**config.mk**
```make
export PLATFORM = sky130hd
export DESIGN_NAME = peripheral_interface_adapter_core_flat
export DESIGN_NICKNAME = d
export VERILOG_FILES = /design/src/pia_pkg.sv /design/src/pia_if.sv /design/src/peripheral_interface_adapter_core.sv /design/src/pia_side.sv /design/src/flat_wrapper.sv
export SDC_FILE = /design/constraint.sdc
export NUM_CORES = 1
export LEC_CHECK = 0
export BUFFER_PORTS_ARGS = -buffer_cell sky130_fd_sc_hd__clkbuf_2
export CAP_MARGIN = 20
export CORE_UTILIZATION = 55
export CTS_BUF_LIST = sky130_fd_sc_hd__clkbuf_8 sky130_fd_sc_hd__clkbuf_16
export DETAILED_ROUTE_END_ITERATION = 8
export PLACE_DENSITY = 0.81
export SLEW_MARGIN = 20
export SYNTH_ARGS = -nofsm -noshare
export SYNTH_HDL_FRONTEND = slang
export SYNTH_SLANG_ARGS = --single-unit
```
**constraint.sdc**
```tcl
create_clock -name clk -period 3.1 [get_ports clk]
set_input_delay 0.62 -clock clk [delete_from_list [all_inputs] [get_ports clk]]
set_output_delay 0.62 -clock clk [all_outputs]
set_load 0.02 [all_outputs]
```
**src/pia_pkg.sv**
```systemverilog
// Shared types and constants for the parallel interface adapter.
package pia_pkg;

  // Command codes
  localparam logic [1:0] CMD_READ  = 2'd0;
  localparam logic [1:0] CMD_WRITE = 2'd1;
  localparam logic [1:0] CMD_SET   = 2'd2;
  localparam logic [1:0] CMD_CLEAR = 2'd3;

  // Register offsets for bus read/write
  localparam logic [1:0] REG_PRA = 2'd0;
  localparam logic [1:0] REG_CRA = 2'd1;
  localparam logic [1:0] REG_PRB = 2'd2;
  localparam logic [1:0] REG_CRB = 2'd3;

  // Targets for set/clear
  localparam logic [1:0] IN_PINS_A = 2'd0;
  localparam logic [1:0] IN_PINS_B = 2'd1;
  localparam logic [1:0] IN_CA     = 2'd2;
  localparam logic [1:0] IN_CB     = 2'd3;

  // Control register fields
  localparam logic [7:0] CTRL_WR_MASK   = 8'h3f;
  localparam logic [7:0] CTRL_FLAG_MASK = 8'hc0;
  localparam logic [2:0] C2_HANDSHAKE   = 3'b100;

  typedef struct packed {
    logic rd_port;     // read of data/direction offset
    logic wr_port;     // write of data/direction offset
    logic wr_ctrl;     // write of control register
    logic pin_op;      // set/clear of input pins
    logic line_op;     // set/clear of C1/C2 lines
    logic setting;     // 1 set, 0 clear
    logic drop_c2_rd;  // handshake drop on data read (side A)
    logic drop_c2_wr;  // handshake drop on data write (side B)
  } side_req_t;

  typedef struct packed {
    logic [7:0] port_rd;   // data or direction read value
    logic [7:0] ctrl;      // current control register
    logic [1:0] irq_cnt;
    logic       c2;        // C2 level after the step
    logic       chg;
    logic       chg_ctrl;  // change was on the control register
    logic [7:0] chg_old;
    logic [7:0] chg_new;
  } side_stat_t;

endpackage

```
**src/pia_if.sv**
```systemverilog
// Valid/ready channel interfaces for command and result beats.
interface pia_cmd_if;
  logic       valid;
  logic       ready;
  logic [1:0] command;
  logic [1:0] target;
  logic [7:0] data;

  modport source (output valid, command, target, data, input ready);
  modport sink   (input valid, command, target, data, output ready);
endinterface

interface pia_res_if;
  logic       valid;
  logic       ready;
  logic [7:0] read_data;
  logic [1:0] irq_a_count;
  logic [1:0] irq_b_count;
  logic       ca2_level;
  logic       cb2_level;
  logic       change_valid;
  logic [1:0] change_which;
  logic [7:0] change_old;
  logic [7:0] change_new;

  modport source (output valid, read_data, irq_a_count, irq_b_count, ca2_level,
                  cb2_level, change_valid, change_which, change_old, change_new,
                  input ready);
  modport sink   (input valid, read_data, irq_a_count, irq_b_count, ca2_level,
                  cb2_level, change_valid, change_which, change_old, change_new,
                  output ready);
endinterface

```
**src/peripheral_interface_adapter_core.sv**
```systemverilog
// Top level of the two-port parallel interface adapter.
//
// Usage:
//   cmd  (sink)  : one beat per command {command, target, data}. Commands are
//                  bus read, bus write, and set and clear of input pins or C1/C2 lines.
//   res  (source): exactly one result beat per command, in order, carrying
//                  read data, interrupt pulse counts per side, the CA2/CB2
//                  levels after the command, and register change info.
// Timing:
//   A command beat lands in an input register, is applied to the port state
//   by one pass of masking logic and lands in the result register. One
//   command per cycle is sustained while res takes beats; the limit is the
//   single state update per cycle on the side registers.
// Stall:
//   When res is held off, the result register keeps its beat, the input
//   register still holds one more command, and cmd.ready drops only once
//   both are full. Nothing is lost or repeated.
// Reset:
//   rst (synchronous) clears all port registers, pins, lines, C2 outputs
//   and both pipeline valid bits.
module peripheral_interface_adapter_core (
  input logic      clk,
  input logic      rst,
  pia_cmd_if.sink  cmd,
  pia_res_if.source res
);

  // Input register
  logic       stage_valid;
  logic [1:0] stage_cmd;
  logic [1:0] stage_tgt;
  logic [7:0] stage_data;

  // Result register
  logic       res_valid;
  logic [7:0] res_read_data;
  logic [1:0] res_irq_a, res_irq_b;
  logic       res_ca2, res_cb2;
  logic       res_chg;
  logic [1:0] res_which;
  logic [7:0] res_old, res_new;

  logic advance;   // result register can take a beat this cycle
  logic step;      // staged command is applied this cycle

  assign advance   = ~res_valid | res.ready;
  assign step      = stage_valid & advance;
  assign cmd.ready = ~stage_valid | advance;

  always_ff @(posedge clk) begin
    if (rst) begin
      stage_valid <= 1'b0;
    end else if (cmd.ready) begin
      stage_valid <= cmd.valid;
    end
  end

  always_ff @(posedge clk) begin
    if (cmd.ready && cmd.valid) begin
      stage_cmd  <= cmd.command;
      stage_tgt  <= cmd.target;
      stage_data <= cmd.data;
    end
  end

  // Command decode, gated by step so idle cycles leave the state alone
  logic is_rd, is_wr, is_pin;
  pia_pkg::side_req_t req_a, req_b;
  pia_pkg::side_stat_t stat_a, stat_b;

  always_comb begin
    is_rd  = step & (stage_cmd == pia_pkg::CMD_READ);
    is_wr  = step & (stage_cmd == pia_pkg::CMD_WRITE);
    is_pin = step & ((stage_cmd == pia_pkg::CMD_SET) | (stage_cmd == pia_pkg::CMD_CLEAR));

    req_a.rd_port    = is_rd & (stage_tgt == pia_pkg::REG_PRA);
    req_a.wr_port    = is_wr & (stage_tgt == pia_pkg::REG_PRA);
    req_a.wr_ctrl    = is_wr & (stage_tgt == pia_pkg::REG_CRA);
    req_a.pin_op     = is_pin & (stage_tgt == pia_pkg::IN_PINS_A);
    req_a.line_op    = is_pin & (stage_tgt == pia_pkg::IN_CA);
    req_a.setting    = (stage_cmd == pia_pkg::CMD_SET);
    req_a.drop_c2_rd = 1'b1;   // CA2 handshake ends on port A read
    req_a.drop_c2_wr = 1'b0;

    req_b.rd_port    = is_rd & (stage_tgt == pia_pkg::REG_PRB);
    req_b.wr_port    = is_wr & (stage_tgt == pia_pkg::REG_PRB);
    req_b.wr_ctrl    = is_wr & (stage_tgt == pia_pkg::REG_CRB);
    req_b.pin_op     = is_pin & (stage_tgt == pia_pkg::IN_PINS_B);
    req_b.line_op    = is_pin & (stage_tgt == pia_pkg::IN_CB);
    req_b.setting    = (stage_cmd == pia_pkg::CMD_SET);
    req_b.drop_c2_rd = 1'b0;
    req_b.drop_c2_wr = 1'b1;   // CB2 handshake ends on port B write
  end

  pia_side u_side_a (
    .clk  (clk),
    .rst  (rst),
    .data (stage_data),
    .req  (req_a),
    .stat (stat_a)
  );

  pia_side u_side_b (
    .clk  (clk),
    .rst  (rst),
    .data (stage_data),
    .req  (req_b),
    .stat (stat_b)
  );

  // Result assembly; reads see state from before this command
  logic [7:0] rd_val;
  logic       chg_any;
  logic [1:0] which_val;
  logic [7:0] old_val, new_val;

  always_comb begin
    rd_val = 8'h00;
    if (stage_cmd == pia_pkg::CMD_READ) begin
      case (stage_tgt)
        pia_pkg::REG_PRA: rd_val = stat_a.port_rd;
        pia_pkg::REG_CRA: rd_val = stat_a.ctrl;
        pia_pkg::REG_PRB: rd_val = stat_b.port_rd;
        pia_pkg::REG_CRB: rd_val = stat_b.ctrl;
        default:          rd_val = 8'h00;
      endcase
    end
    // at most one side reports a change per command
    chg_any   = stat_a.chg | stat_b.chg;
    which_val = stat_b.chg ? {1'b1, stat_b.chg_ctrl} : {1'b0, stat_a.chg_ctrl};
    old_val   = stat_a.chg_old | stat_b.chg_old;
    new_val   = stat_a.chg_new | stat_b.chg_new;
  end

  always_ff @(posedge clk) begin
    if (rst) begin
      res_valid <= 1'b0;
    end else if (advance) begin
      res_valid <= stage_valid;
    end
  end

  always_ff @(posedge clk) begin
    if (step) begin
      res_read_data <= rd_val;
      res_irq_a     <= stat_a.irq_cnt;
      res_irq_b     <= stat_b.irq_cnt;
      res_ca2       <= stat_a.c2;
      res_cb2       <= stat_b.c2;
      res_chg       <= chg_any;
      res_which     <= which_val;
      res_old       <= old_val;
      res_new       <= new_val;
    end
  end

  assign res.valid        = res_valid;
  assign res.read_data    = res_read_data;
  assign res.irq_a_count  = res_irq_a;
  assign res.irq_b_count  = res_irq_b;
  assign res.ca2_level    = res_ca2;
  assign res.cb2_level    = res_cb2;
  assign res.change_valid = res_chg;
  assign res.change_which = res_which;
  assign res.change_old   = res_old;
  assign res.change_new   = res_new;

`ifndef ASSERT_OFF
  // Change fields are zero unless a change is flagged
  a_chg_zero: assert property (@(posedge clk) disable iff (rst)
    res.valid && !res.change_valid |->
      res.change_old == 8'h00 && res.change_new == 8'h00 && res.change_which == 2'd0)
    else $error("change fields nonzero without change_valid");

  // A write beat never carries read data or interrupt pulses
  a_chg_excl: assert property (@(posedge clk) disable iff (rst)
    res.valid && res.change_valid |->
      res.read_data == 8'h00 && res.irq_a_count == 2'd0 && res.irq_b_count == 2'd0)
    else $error("change beat carries read data or irq pulses");

  // Only one side can raise interrupts per command
  a_irq_one_side: assert property (@(posedge clk) disable iff (rst)
    res.valid |-> res.irq_a_count == 2'd0 || res.irq_b_count == 2'd0)
    else $error("irq pulses on both sides in one beat");

  // Input register cannot be full with ready high unless it drains now
  a_no_overrun: assert property (@(posedge clk) disable iff (rst)
    stage_valid && !advance |-> !cmd.ready)
    else $error("command accepted over a stalled staged beat");
`endif

endmodule

```
**src/pia_side.sv**
```systemverilog
// One port side: data, direction and control registers, pins and C1/C2 lines.
module pia_side (
  input  logic                   clk,
  input  logic                   rst,
  input  logic [7:0]             data,
  input  pia_pkg::side_req_t     req,
  output pia_pkg::side_stat_t    stat
);

  logic [7:0] out_reg, dir_reg, ctrl, pins;
  logic [1:0] lines;
  logic       c2;

  logic [7:0] out_reg_next, dir_reg_next, ctrl_next, pins_next;
  logic [1:0] lines_next;
  logic       c2_next;

  logic [1:0] nl, rise, fall;
  logic       edge1, edge2;
  logic [1:0] pulses;
  logic [7:0] ctrl_wv;

  always_comb begin
    out_reg_next = out_reg;
    dir_reg_next = dir_reg;
    ctrl_next    = ctrl;
    pins_next    = pins;
    lines_next   = lines;
    c2_next      = c2;
    pulses       = 2'd0;
    stat.chg      = 1'b0;
    stat.chg_ctrl = 1'b0;
    stat.chg_old  = 8'h00;
    stat.chg_new  = 8'h00;

    nl    = req.setting ? (lines | data[7:6]) : (lines & ~data[7:6]);
    rise  = nl & ~lines;
    fall  = lines & ~nl;
    edge1 = ctrl[1] ? rise[1] : fall[1];
    edge2 = ~ctrl[5] & (ctrl[4] ? rise[0] : fall[0]);
    ctrl_wv = (ctrl & pia_pkg::CTRL_FLAG_MASK) | (data & pia_pkg::CTRL_WR_MASK);

    if (req.rd_port && ctrl[2]) begin
      ctrl_next = ctrl & pia_pkg::CTRL_WR_MASK;
      if (req.drop_c2_rd && ctrl[5:3] == pia_pkg::C2_HANDSHAKE) c2_next = 1'b0;
    end

    if (req.wr_port) begin
      if (ctrl[2]) begin
        out_reg_next = data;
        stat.chg     = (out_reg != data);
        stat.chg_old = out_reg;
        stat.chg_new = data;
        if (req.drop_c2_wr && ctrl[5:3] == pia_pkg::C2_HANDSHAKE) c2_next = 1'b0;
      end else begin
        dir_reg_next = data;
      end
    end

    if (req.wr_ctrl) begin
      ctrl_next     = ctrl_wv;
      stat.chg      = (ctrl != ctrl_wv);
      stat.chg_ctrl = 1'b1;
      stat.chg_old  = ctrl;
      stat.chg_new  = ctrl_wv;
      // direct mode: C2 follows b3
      if (data[5:4] == 2'b11) c2_next = data[3];
    end

    if (req.pin_op) begin
      pins_next = req.setting ? (pins | data) : (pins & ~data);
    end

    if (req.line_op) begin
      lines_next = nl;
      if (edge1) begin
        ctrl_next[7] = 1'b1;
        if (ctrl[5:3] == pia_pkg::C2_HANDSHAKE) c2_next = 1'b1;
      end
      if (edge2) ctrl_next[6] = 1'b1;
      pulses = 2'({1'b0, edge1 & ctrl[0]}) + 2'({1'b0, edge2 & ctrl[3]});
    end

    if (!stat.chg) begin
      stat.chg_ctrl = 1'b0;
      stat.chg_old  = 8'h00;
      stat.chg_new  = 8'h00;
    end

    stat.port_rd = ctrl[2] ? ((pins & ~dir_reg) | (out_reg & dir_reg)) : dir_reg;
    stat.ctrl    = ctrl;
    stat.irq_cnt = pulses;
    stat.c2      = c2_next;
  end

  always_ff @(posedge clk) begin
    if (rst) begin
      out_reg <= 8'h00;
      dir_reg <= 8'h00;
      ctrl    <= 8'h00;
      pins    <= 8'h00;
      lines   <= 2'b00;
      c2      <= 1'b0;
    end else begin
      out_reg <= out_reg_next;
      dir_reg <= dir_reg_next;
      ctrl    <= ctrl_next;
      pins    <= pins_next;
      lines   <= lines_next;
      c2      <= c2_next;
    end
  end

endmodule
```
**src/flat_wrapper.sv**
```systemverilog
// flat-port wrapper written by rule: the top's interface ports become plain ports
module peripheral_interface_adapter_core_flat 
  (clk, rst, cmd_valid, cmd_command, cmd_target, cmd_data, cmd_ready, res_valid, res_read_data, res_irq_a_count, res_irq_b_count, res_ca2_level, res_cb2_level, res_change_valid, res_change_which, res_change_old, res_change_new, res_ready);
  pia_cmd_if cmd_i ();
  pia_res_if res_i ();
  input logic clk;
  input logic rst;
  input wire logic [$bits(cmd_i.valid)-1:0] cmd_valid;
  input wire logic [$bits(cmd_i.command)-1:0] cmd_command;
  input wire logic [$bits(cmd_i.target)-1:0] cmd_target;
  input wire logic [$bits(cmd_i.data)-1:0] cmd_data;
  output wire logic [$bits(cmd_i.ready)-1:0] cmd_ready;
  output wire logic [$bits(res_i.valid)-1:0] res_valid;
  output wire logic [$bits(res_i.read_data)-1:0] res_read_data;
  output wire logic [$bits(res_i.irq_a_count)-1:0] res_irq_a_count;
  output wire logic [$bits(res_i.irq_b_count)-1:0] res_irq_b_count;
  output wire logic [$bits(res_i.ca2_level)-1:0] res_ca2_level;
  output wire logic [$bits(res_i.cb2_level)-1:0] res_cb2_level;
  output wire logic [$bits(res_i.change_valid)-1:0] res_change_valid;
  output wire logic [$bits(res_i.change_which)-1:0] res_change_which;
  output wire logic [$bits(res_i.change_old)-1:0] res_change_old;
  output wire logic [$bits(res_i.change_new)-1:0] res_change_new;
  input wire logic [$bits(res_i.ready)-1:0] res_ready;
  assign cmd_i.valid = cmd_valid;
  assign cmd_i.command = cmd_command;
  assign cmd_i.target = cmd_target;
  assign cmd_i.data = cmd_data;
  assign cmd_ready = cmd_i.ready;
  assign res_valid = res_i.valid;
  assign res_read_data = res_i.read_data;
  assign res_irq_a_count = res_i.irq_a_count;
  assign res_irq_b_count = res_i.irq_b_count;
  assign res_ca2_level = res_i.ca2_level;
  assign res_cb2_level = res_i.cb2_level;
  assign res_change_valid = res_i.change_valid;
  assign res_change_which = res_i.change_which;
  assign res_change_old = res_i.change_old;
  assign res_change_new = res_i.change_new;
  assign res_i.ready = res_ready;
  peripheral_interface_adapter_core u_core (.clk(clk), .rst(rst), .cmd(cmd_i), .res(res_i));
endmodule
```
Word-level counts from Yosys, hierarchy flattened
Index checks and enable logic that the tools add are counted.
Widths: inputs -> output; s select.
{"block": "op_classes", "n_mux": 49, "n_bitwise": 60, "n_eq_ne": 13, "add_sub_neg": 2, "n_reduce_logical": 9}
{"cell": "$mux 16", "count": 4}
{"cell": "$mux 8", "count": 8}
{"cell": "$and 8x8->8", "count": 6}
{"cell": "$or 8x8->8", "count": 6}
{"cell": "$mux 18", "count": 2}
{"cell": "$mux 17", "count": 2}
{"cell": "$ne 8x8->1", "count": 4}
{"cell": "$pmux 8 s4", "count": 1}
{"cell": "$mux 1", "count": 27}
{"cell": "$not 8->8", "count": 3}
{"cell": "$and 1x1->1", "count": 20}
{"cell": "$or 8x6->8", "count": 2}
{"cell": "$and 2x2->2", "count": 6}
{"cell": "$eq 2x2->1 const B", "count": 5}
{"cell": "$mux 2", "count": 5}
{"cell": "$not 2->2", "count": 5}
{"cell": "$reduce_and 2->1", "count": 4}
{"cell": "$eq 3x3->1 const B", "count": 2}
{"cell": "$not 1->1", "count": 6}
{"cell": "$add 1x1->2", "count": 2}
{"cell": "$eq 2x1->1 const B", "count": 2}
{"cell": "$logic_not 2->1", "count": 2}
{"cell": "$or 1x1->1", "count": 4}
{"cell": "$or 2x2->2", "count": 2}
{"cell": "$logic_and 1x1->1", "count": 3}
{"block": "word_totals", "wordCells": 161, "regBits": 117, "in_bits": 16}

Longest topological paths before layout
Gate-level depths: netlist of run 1.
{"block": "depth", "depth_word": 12, "depth_mapped": 7, "depth_no_buf": 6}

Hierarchy
A second synthesis of run 1 with hierarchy kept.
{"block": "hier_totals", "cells_unflattened": 633, "hier_area_um2": 5929.4}
{"module": "pia_side", "instances": 2, "cells_each": 254, "area_per_inst_um2": 2003.2}
{"module": "peripheral_interface_adapter_core", "instances": 1, "cells_each": 125, "area_per_inst_um2": 1923.1}

Worst setup path after synthesis of run 1
No wires, ideal clock.
{"block": "synth_path", "path_kind": "input to register", "start": "input res_ready", "end": "register u_core.u_side_b.out_reg[6]", "setup_ns": 0.128, "setup_slack_ns": 0.420, "n_path_buf": 2, "t_arrival_ns": 2.553, "required_time_ns": 2.972, "stages": 7, "path_cell_list": "nand2b_1 -> and2_1 -> and4_1 -> buf_4 -> buf_2 -> mux2i_1 -> nor2_1"}
{"block": "synth_via", "elab_chain_len": 5}
{"element": "start, declared", "line_no": "flat_wrapper.sv:23", "source": "input wire logic [$bits(res_i.ready)-1:0] res_ready;"}
{"element": "$or 1x1->1", "line_no": "peripheral_interface_adapter_core.sv:46", "source": "assign advance = ~res_valid | res.ready;"}
{"element": "$and 1x1->1", "line_no": "peripheral_interface_adapter_core.sv:47", "source": "assign step = stage_valid & advance;"}
{"element": "$and 1x1->1", "line_no": "peripheral_interface_adapter_core.sv:73", "source": "is_wr = step & (stage_cmd == pia_pkg::CMD_WRITE);"}
{"element": "$and 1x1->1", "line_no": "peripheral_interface_adapter_core.sv:86", "source": "req_b.wr_port = is_wr & (stage_tgt == pia_pkg::REG_PRB);"}
{"element": "$reduce_and 2->1 (no line)"}
{"element": "end signal, assigned", "line_no": "pia_side.sv:105", "source": "out_reg <= out_reg_next;"}
{"element": "end, declared", "line_no": "pia_side.sv:10", "source": "logic [7:0] out_reg, dir_reg, ctrl, pins;"}
Every way passes these cells.
A chain may end at the register's enable or synchronous reset.

Worst setup path after layout of run 1
{"block": "layout_path", "start": "register u_core.stage_data[5]", "end": "register u_core.res_new[5], in the netlist u_core.res.change_new[5], data pin"}
{"block": "layout_via", "elab_chain_len": 6, "word_cells_on_any_way": 19, "classes_between": "4 x eq/ne; 12 x mux; 3 x bitwise"}
{"element": "start, declared", "line_no": "peripheral_interface_adapter_core.sv:32", "source": "logic [7:0] stage_data;"}
{"element": "start signal, assigned", "line_no": "peripheral_interface_adapter_core.sv:62", "source": "stage_data <= cmd.data;"}
{"element": "$ne 8x8->1", "line_no": "pia_side.sv:51", "source": "stat.chg = (out_reg != data);"}
{"element": "$mux 1", "line_no": "pia_side.sv:49", "source": "if (ctrl[2]) begin"}
{"element": "$mux 1", "line_no": "pia_side.sv:48", "source": "if (req.wr_port) begin"}
{"element": "$mux 18", "line_no": "pia_side.sv:60", "source": "if (req.wr_ctrl) begin"}
{"element": "$mux 17", "line_no": "pia_side.sv:84", "source": "if (!stat.chg) begin"}
{"element": "$or 8x8->8 (*)", "line_no": "peripheral_interface_adapter_core.sv:132", "source": "new_val = stat_a.chg_new | stat_b.chg_new;"}
{"element": "named net u_core.new_val[5]", "line_no": "peripheral_interface_adapter_core.sv:115", "source": "logic [7:0] old_val, new_val;"}
{"element": "end signal, assigned", "line_no": "peripheral_interface_adapter_core.sv:153", "source": "res_new <= new_val;"}
{"element": "end, declared", "line_no": "peripheral_interface_adapter_core.sv:41", "source": "logic [7:0] res_old, res_new;"}
The timed path passes the listed nets; every way through them passes the cells marked *.

==> results of run 1 <==
stage by stage:
| stage | setup slack (ns) | hold slack, ns |
|---|---|---|
| after floorplan | 0.420 | 0.456 |
| after global placement | 0.738 | 0.472 |
| after detailed placement | 0.605 | 0.487 |
| after CTS | 0.558 | 0.263 |
| after global routing | 0.325 | 0.259 |
| final | 0.478 | 0.272 |
synthesized netlist by cell type, types with 4 or more instances:
cell type	count	area, um2
dfxtp_1	72	1440
nor2_1	67	251
mux2i_1	58	581
nand2_1	49	184
edfxtp_1	45	1350
a21oi_1	37	185
clkbuf_1	28	105
xor2_1	22	193
a22oi_1	20	150
a311oi_1	14	123
inv_1	14	52.6
a211oi_1	12	90.1
nor2b_1	10	62.6
and2_1	9	56.3
buf_2	6	30.0
nand2b_1	6	37.5
nand4_1	6	37.5
o22ai_1	6	37.5
o22ai_2	6	75.1
a21boi_0	5	37.5
buf_1	5	18.8
nor3_1	5	25.0
nor3b_1	5	37.5
nor4_1	5	31.3
buf_6	4	45.0
ha_1	4	50.1
nand3_1	4	20.0
o21ai_0	4	20.0
xnor2_1	4	35.0
worst max-delay path by stage:
stage | from | endpoint | slack [ns] | cells past startpoint
global placement | u_core.stage_tgt[1] | u_core.res.change_new[0] | 0.74 | 5
global route | u_core.stage_tgt[1] | u_core.res.change_new[5] | 0.32 | 5
finish | u_core.stage_data[5] | u_core.res.change_new[5] | 0.48 | 5
CTS | u_core.stage_data[5] | u_core.res.change_new[5] | 0.56 | 5
floorplan | res_ready | u_core.u_side_b.out_reg[6] | 0.42 | 7
detailed placement | u_core.stage_tgt[1] | u_core.res.change_new[5] | 0.61 | 5
power breakdown:
part / total, mW / switching, mW / leakage [nW] / internal [mW]
Sequential: 1.68 / 0.0444 / 0.998 / 1.63
Clock: 1.72 / 0.659 / 0.265 / 1.06
Combinational: 0.201 / 0.134 / 1.21 / 0.0665
logic make-up (layout without fill, tap and decap cells):
family,after synthesis,in the layout,share of synthesized area
DFF,117,117,0.495
and+or+nand+nor,184,184,0.164
xor gates and xnor gates,26,26,0.0404
buffers and inverters,59,118,0.0468
adders and majority gates,4,4,0.00887
AOI/OAI and AO/OA,114,114,0.142
muxes,58,58,0.103
metal layers:
layer | vias up | GRT usage | routed length (um)
li1 | 2112 | - | -
met1 | 2195 | 0.374 | 5930
met3 | 54 | 0.0733 | 1520
met2 | 288 | 0.464 | 6630
met5 | - | 0 | 0
met4 | 0 | 0.153 | 451
layout make-up:
class / instances / area, um2 / share of cell area
sequential: 117 / 2790 / 0.427
multi-input combinational: 386 / 2590 / 0.396
clock buffer: 18 / 428 / 0.0655
timing repair buffer: 72 / 415 / 0.0635
tap: 133 / 166 / 0.0255
clock inverter: 14 / 96.3 / 0.0147
inverter: 14 / 52.6 / 0.00804
==> metrics, run 1 <==
run status complete, no violations; CTS clock-pin slew for the worst setup and hold paths 0.06 ns; worst reg2reg path endpoint u_core.res.change_new[5]; Sink Count 117; Avg WL per Cell 19.3 um; Cell Area, Synth 0.00564 mm2; die width 103 um; ys async rst share 0; Final setup viols 0; crit path DAT 2.84 ns; DRT Wirelength 14.5 mm; Tot Pwr 3.60 mW; Num CTS Buffers 17; flops & latches, synth 117; number of DRC markers in iteration 0 448; WHS Endpoint u_core.stage_data[7]; Post-synth top flop dfxtp_1; Placed Cells 722; core area ~0.0099 mm2; placed wire-length estimate 9.75 mm; via count ~4600; Reg2Reg Setup Slack 0.48 ns; VDD IR max 0.429 mV; initial antenna violation count 0; PortBufs 50; die area 0.0107 mm2; post-synthesis sequential area ratio 0.495; P per Cell Area 550 mW/mm2; Critical Path Source Type register; cells along the critical path xor2_1 > nor4_1 > a21oi_1 > nor2_2 > a21boi_0; GRT Total Usage 0.293; die height 103 um; delay-heaviest family, CP simple AND/OR/NAND/NOR gates; final antenna-violating net count 0; vias in the first global route 4401; Worst Hold Depth 1; Least-Margin Pin Slew 0.772 ns; Post-CTS Resized 0; min-delay src cmd_data[7]; ANT cells 0; most frequent cells in the layout 72 x dfxtp_1, 67 x nor2_1, 58 x mux2i_1; total of fill cells in the finished design between 700 and 800; Worst Skew 0.00933 ns; Setup CP Type reg -> reg; YS warnings 0; TritonRoute pass-1 iters 6; Fin. Hold Viols 0; htree depth 4; Fmax 381 MHz; max cap viols 0; share of post-route cells with drive strength above 1 0.192; largest net degree at the start of global routing 35; Max Transition Viols Final 0; Final Wtd Congestion 0.937; worst r2r src u_core.stage_data[5]; CTS tree yes; clk buf depth 2; Syn Area/Cell 10.0 um2; Residual DRC 0; syn nets 582; mean number of vias per cell 6.17; setup bufs post-CTS 0; Final Cell Area 0.00654 mm2; hold-fix buffers at CTS 0; Final Core Density 0.663; Max-slew headroom 0.483; WP data required roughly 3.3 ns; Total Neg Setup Slack 0 ns; fin crit share 0.846; Starting Density 0.572; clock insertion delay at the later pin of the skew report 0.52 ns; Critical Path Fanout Max 17; placed instance area 0.00601 mm2; Reg2Reg Depth 5; max incr delay on CP 0.63 ns; Tmin final 2.62 ns; total grt overflow 0; commonest non-fill, non-tap cell in the layout dfxtp_1; Layout area overhead 15.9%; Crit. End Element register; Final #Nets 628; RSZ-0062 raised after global routing false; Clock Tree Root clkbuf_8; Post-synth EDFFs between 40 and 50; Gate Count Post-Synth 562; Leakage 2.47 nW; Worst Path Buf+Inv 0; Min-Delay Path Class in -> reg; I/O Pins 51; FP Rows 36; first-pass GRT wire length 23.0 mm; Max stage delay cell, worst path edfxtp_1; Finished Layout Cells 754; post-synthesis cell type count between 50 and 60
(Power assumes the default switching activity.)
==> inputs of run 2 (changes only) <==
--- a/config.mk
+++ b/config.mk
@@ -5,6 +5,7 @@
 export SDC_FILE = /design/constraint.sdc
 export NUM_CORES = 1
 export LEC_CHECK = 0
+export ABC_AREA = 1
 export BUFFER_PORTS_ARGS = -buffer_cell sky130_fd_sc_hd__clkbuf_2
 export CAP_MARGIN = 20
 export CORE_UTILIZATION = 55
==> constraint.sdc (replaced) <==
create_clock -name clk -period 2.5 [get_ports clk]
set_input_delay 0.5 -clock clk [delete_from_list [all_inputs] [get_ports clk]]
set_output_delay 0.5 -clock clk [all_outputs]
set_load 0.02 [all_outputs]
==> metrics, run 2 <==
setup bufs post-CTS 0; top-area cell type share of the netlist area 0.251; Setup CP Type reg -> reg; die height around 100 um; Final Cell Area 0.00667 mm2; Avg WL per Cell 19.7 um; Post-synth EDFFs 45; Residual DRC 0; DRT Wirelength 18.4 mm; flops & latches, synth 117; Starting Density 0.577; crit path DAT 2.47 ns; GRT Total Usage 0.361; P per Cell Area 682 mW/mm2; Crit. End Element register; FP Rows 36; Final #Nets 808; Final Wtd Congestion 0.991; synth top area cells dfxtp_1 25%, edfxtp_1 24%, nand2_1 13%; CTS clock-pin slew for the worst setup and hold paths ~0.06 ns; total grt overflow 0; Max Transition Viols Final 0; I/O Pins 51; most frequent cells after synthesis 195 x nand2_1, 93 x a21oi_1, 72 x dfxtp_1; post-synthesis sequential area ratio 0.486; fin crit share 0.870; most frequent cell after synthesis nand2_1; placed instance area slightly above 0.006 mm2; max cap viols 0; most frequent cells in the layout 195 x nand2_1, 93 x a21oi_1, 72 x dfxtp_1; hold-fix buffers at CTS 0; initial antenna violation count 1; Tot Pwr roughly 4.5 mW; Post-synth top flop dfxtp_1; Max-slew headroom 0.382; TritonRoute pass-1 iters 6; die width 104 um; Fin. Hold Viols 0; WP data required 2.79 ns; commonest non-fill, non-tap cell in the layout nand2_1; RSZ-0062 raised after global routing false; final antenna-violating net count 0; die area 0.0109 mm2; clk buf depth 2; Least-Margin Pin Slew between 0.9 and 1 ns; placed wire-length estimate 13.3 mm; Post-CTS Resized 0; cell taking the most area after synthesis dfxtp_1; syn nets about 750; Final setup viols 0; largest net degree at the start of global routing 43; Fmax ~460 MHz; number of DRC markers in iteration 0 543; Total Neg Setup Slack 0 ns; Syn Area/Cell 7.84 um2; vias in the first global route 5238; mean number of vias per cell just under 6; run status complete, no violations; share of post-route cells with drive strength above 1 0.157; smallest hold slack ~0.14 ns; total of fill cells in the finished design 821; FF+latch area ~0.0028 mm2; Gate Count Post-Synth 732; Num CTS Buffers 17; clock insertion delay at the later pin of the skew report between 0.5 and 0.6 ns; Critical Path Fanout Max 13; PortBufs 50; Cell Area, Synth 0.00574 mm2; YS warnings 0; ANT cells 0; via count 5501; Sink Count 117; Worst Skew between 0.01 and 0.015 ns; post-synthesis cell type count 36; footprint of the multi-input gates 0.00251 mm2; Clock Tree Root clkbuf_8; VDD IR max 0.562 mV; Reg2Reg Setup Slack 0.33 ns; core area 0.00995 mm2; Layout area overhead 16.1%; Leakage 2.68 nW; htree depth 4; CTS tree yes; Critical Path Source Type register; first-pass GRT wire length between 20 and 30 mm; Tmin final ~2.2 ns; ys async rst share 0; Min-Delay Path Class in -> reg
## run 2: layer usage
layer / global-route usage / wire length, um / up-vias
li1: - / - / 2550
met5: 0 / 12 / -
met4: 0.246 / 1090 / 2
met2: 0.543 / 8160 / 369
met3: 0.0865 / 1990 / 78
met1: 0.461 / 7120 / 2502
## run 2: path summary, 6_finish.rpt
path,to,start,cells past startpoint
max,u_core.res.irq_a_count[0],u_core.stage_cmd[1],9
min reg2reg,u_core.u_side_b.dir_reg[3],u_core.u_side_b.dir_reg[3],2
min,u_core.stage_data[0],cmd_data[0],1
max reg2reg,u_core.res.irq_a_count[0],u_core.stage_cmd[1],9
## run 2: report_power, final
| group | leakage (nW) | internal (mW) | switching, mW | total (mW) |
|---|---|---|---|---|
| clock | 0.270 | 1.34 | 0.840 | 2.18 |
| sequential | 1.00 | 2.03 | 0.0404 | 2.07 |
| combinational | 1.41 | 0.0821 | 0.212 | 0.294 |
## run 2: cells by family (layout without fill, tap and decap cells)
family	after synthesis	in the layout	share of synthesized area
AOI/OAI and AO/OA	171	171	0.156
and+or+nand+nor	317	317	0.244
xor gates and xnor gates	18	18	0.0275
buffers and inverters	105	174	0.0769
adders and majority gates	4	4	0.00872
DFF	117	117	0.486
## run 2: worst max-delay path: stages (launching register included)
cell      delay (ns)
edfxtp_1        0.47
nand2_1         0.40
nor2_1          0.30
nand3_1         0.10
a21oi_1         0.19
inv_1           0.06
nor2_1          0.09
ha_1            0.23
inv_1           0.06
nor2_1          0.04
## run 2: cell type report
cell class,instances,share of cell area
Clock buffer,19,0.0663
Multi-Input combinational cell,510,0.376
Inverter,74,0.0420
Sequential cell,117,0.419
Tap cell,133,0.0250
Clock inverter,13,0.0139
Timing Repair Buffer,68,0.0578
## run 2: stage by stage
step | utilization | setup WS, ns | instances
floorplan | - | 0.432 | 732
global placement | 0.616 | 0.421 | 902
detailed placement | 0.616 | 0.373 | 902
CTS | 0.670 | 0.361 | 934
global route | 0.670 | 0.176 | 934
finish | 0.670 | 0.325 | 934
==> inputs of run 3 (changes only) <==
--- a/config.mk
+++ b/config.mk
@@ -7,9 +7,7 @@
 export LEC_CHECK = 0
 export ABC_AREA = 1
 export BUFFER_PORTS_ARGS = -buffer_cell sky130_fd_sc_hd__clkbuf_2
-export CAP_MARGIN = 20
 export CORE_UTILIZATION = 55
-export CTS_BUF_LIST = sky130_fd_sc_hd__clkbuf_8 sky130_fd_sc_hd__clkbuf_16
 export DETAILED_ROUTE_END_ITERATION = 8
 export PLACE_DENSITY = 0.81
 export SLEW_MARGIN = 20
==> metrics, run 3 (same netlist as run 2, synthesis figures left out) <==
run status complete, no violations; Worst Skew around 0.0094 ns; Fin. Hold Viols 0; ANT cells 0; Final Core Density 0.670; switching pwr 1.09 mW; Num CTS Buffers 17; Comb power frac 0.065; dpl ws 0.373 ns; Residual DRC 0; vias in the first global route about 5200; Final #Nets 808; placed wire-length estimate 13.3 mm; commonest non-fill, non-tap cell in the layout nand2_1; die area around 0.011 mm2; Max stage delay cell, worst path edfxtp_1; setup bufs post-CTS 0; Starting Density 0.577; Final setup viols 0; WP data required 2.79 ns; I/O Pins approximately 50; VDD IR max around 0.56 mV; crit path DAT 2.47 ns; DRT Wirelength 18.4 mm; delay-heaviest family, CP simple AND/OR/NAND/NOR gates; max incr delay on CP 0.46 ns; share of post-route cells with drive strength above 1 0.157; worst setup margin 0.322 ns; Sink Count approximately 120; total grt overflow 0; die width 104 um; Final Cell Area 0.00667 mm2; clk buf depth 2; number of DRC markers in iteration 0 551; smallest hold slack 0.139 ns; CTS clock-pin slew for the worst setup and hold paths 0.06 ns; cell internal pwr 3.46 mW; P per Cell Area 683 mW/mm2; PortBufs 50; GRT Total Usage 0.361; CTS tree yes; fin crit share 0.871; Post-CTS Resized 0; core area 0.00995 mm2; Worst Path Buf+Inv 2; Leakage 2.67 nW; Crit. End Element register; Tmin final between 2 and 2.5 ns; clock share of power 0.481; Total Neg Setup Slack 0 ns; largest net degree at the start of global routing 43; Max Transition Viols Final 0; cells along the critical path nand2_1 > nor2_1 > nand3_1 > a21oi_1 > inv_1 > nor2_1 > ha_1 > inv_1 > nor2_1; FP Rows 36; Avg WL per Cell between 15 and 20 um; most frequent cells in the layout 195 x nand2_1, 93 x a21oi_1, 72 x dfxtp_1; htree depth 4; Clock Tree Root clkbuf_8; Seq pwr share 0.454; Crit path top cell by count nor2_1; Critical Path Fanout Max 13; initial antenna violation count 1; Switching Share 0.239; clock insertion delay at the later pin of the skew report around 0.54 ns; die height 104 um; Least-Margin Pin Slew just under 1 ns; Final Wtd Congestion 0.991; Fmax 459 MHz; TritonRoute pass-1 iters 6; Critical Path Source Type register; Layout area overhead 16.1%; Setup CP Type reg -> reg; placed instance area 0.00613 mm2; RSZ-0062 raised after global routing false; Min-Delay Path Class in -> reg; mean number of vias per cell 5.88; via count 5495; final antenna-violating net count 0; hold-fix buffers at CTS 0; max cap viols 0; first-pass GRT wire length just under 30 mm; Max-slew headroom 0.359
-- run 3: final cells by class --
class / count / area, um2
clock buffers: 22 / 453
clock inverters: 10 / 81.3
fillers: 821 / 3290
inverters: 74 / 280
multi-input cells: 510 / 2510
flip-flops and latches: 117 / 2790
well taps: 133 / 166
repair buffers: 68 / 385
-- run 3: metrics by stage --
stage | power, mW | cells
2_1_floorplan | 2.27 | 732
3_3_place_gp | 2.39 | 902
3_5_place_dp | 2.39 | 902
4_1_cts | 4.56 | 934
5_1_grt | 4.68 | 934
6_report | 4.55 | 934
-- run 3: worst paths after layout --
path | end | slack, ns | depth (start not counted) | startpoint
setup / recovery | u_core.res.irq_a_count[0] | 0.32 | 9 | u_core.stage_cmd[1]
hold / removal | u_core.stage_data[0] | 0.14 | 1 | cmd_data[0]
setup reg to reg | u_core.res.irq_a_count[0] | 0.32 | 9 | u_core.stage_cmd[1]
hold reg to reg | u_core.u_side_b.dir_reg[3] | 0.47 | 2 | u_core.u_side_b.dir_reg[3]
-- run 3: worst register-to-register path, delay by kind of cell (launching register included) --
family	cells	cell delay (ns)
simple gates	5	0.93
flops	1	0.46
buf+inv	2	0.12
fa+ha+maj	1	0.23
compound gates	1	0.19
-- run 3: layer usage --
metal / up-vias / global-route usage / wire [um]
li1: 2547 / - / -
met1: 2507 / 0.461 / 7270
met2: 362 / 0.543 / 8200
met3: 77 / 0.0865 / 1860
met4: 2 / 0.246 / 1060
met5: - / 0 / 12
-- run 3: power groups by stage --
stage | sequential [mW] | clock [mW] | combinational, mW
detailed placement | 2.11 | 0 | 0.287
finish | 2.07 | 2.19 | 0.295
CTS | 2.07 | 2.21 | 0.289
floorplan | 2.12 | 0 | 0.151
global placement | 2.10 | 0 | 0.284
global route | 2.07 | 2.30 | 0.316
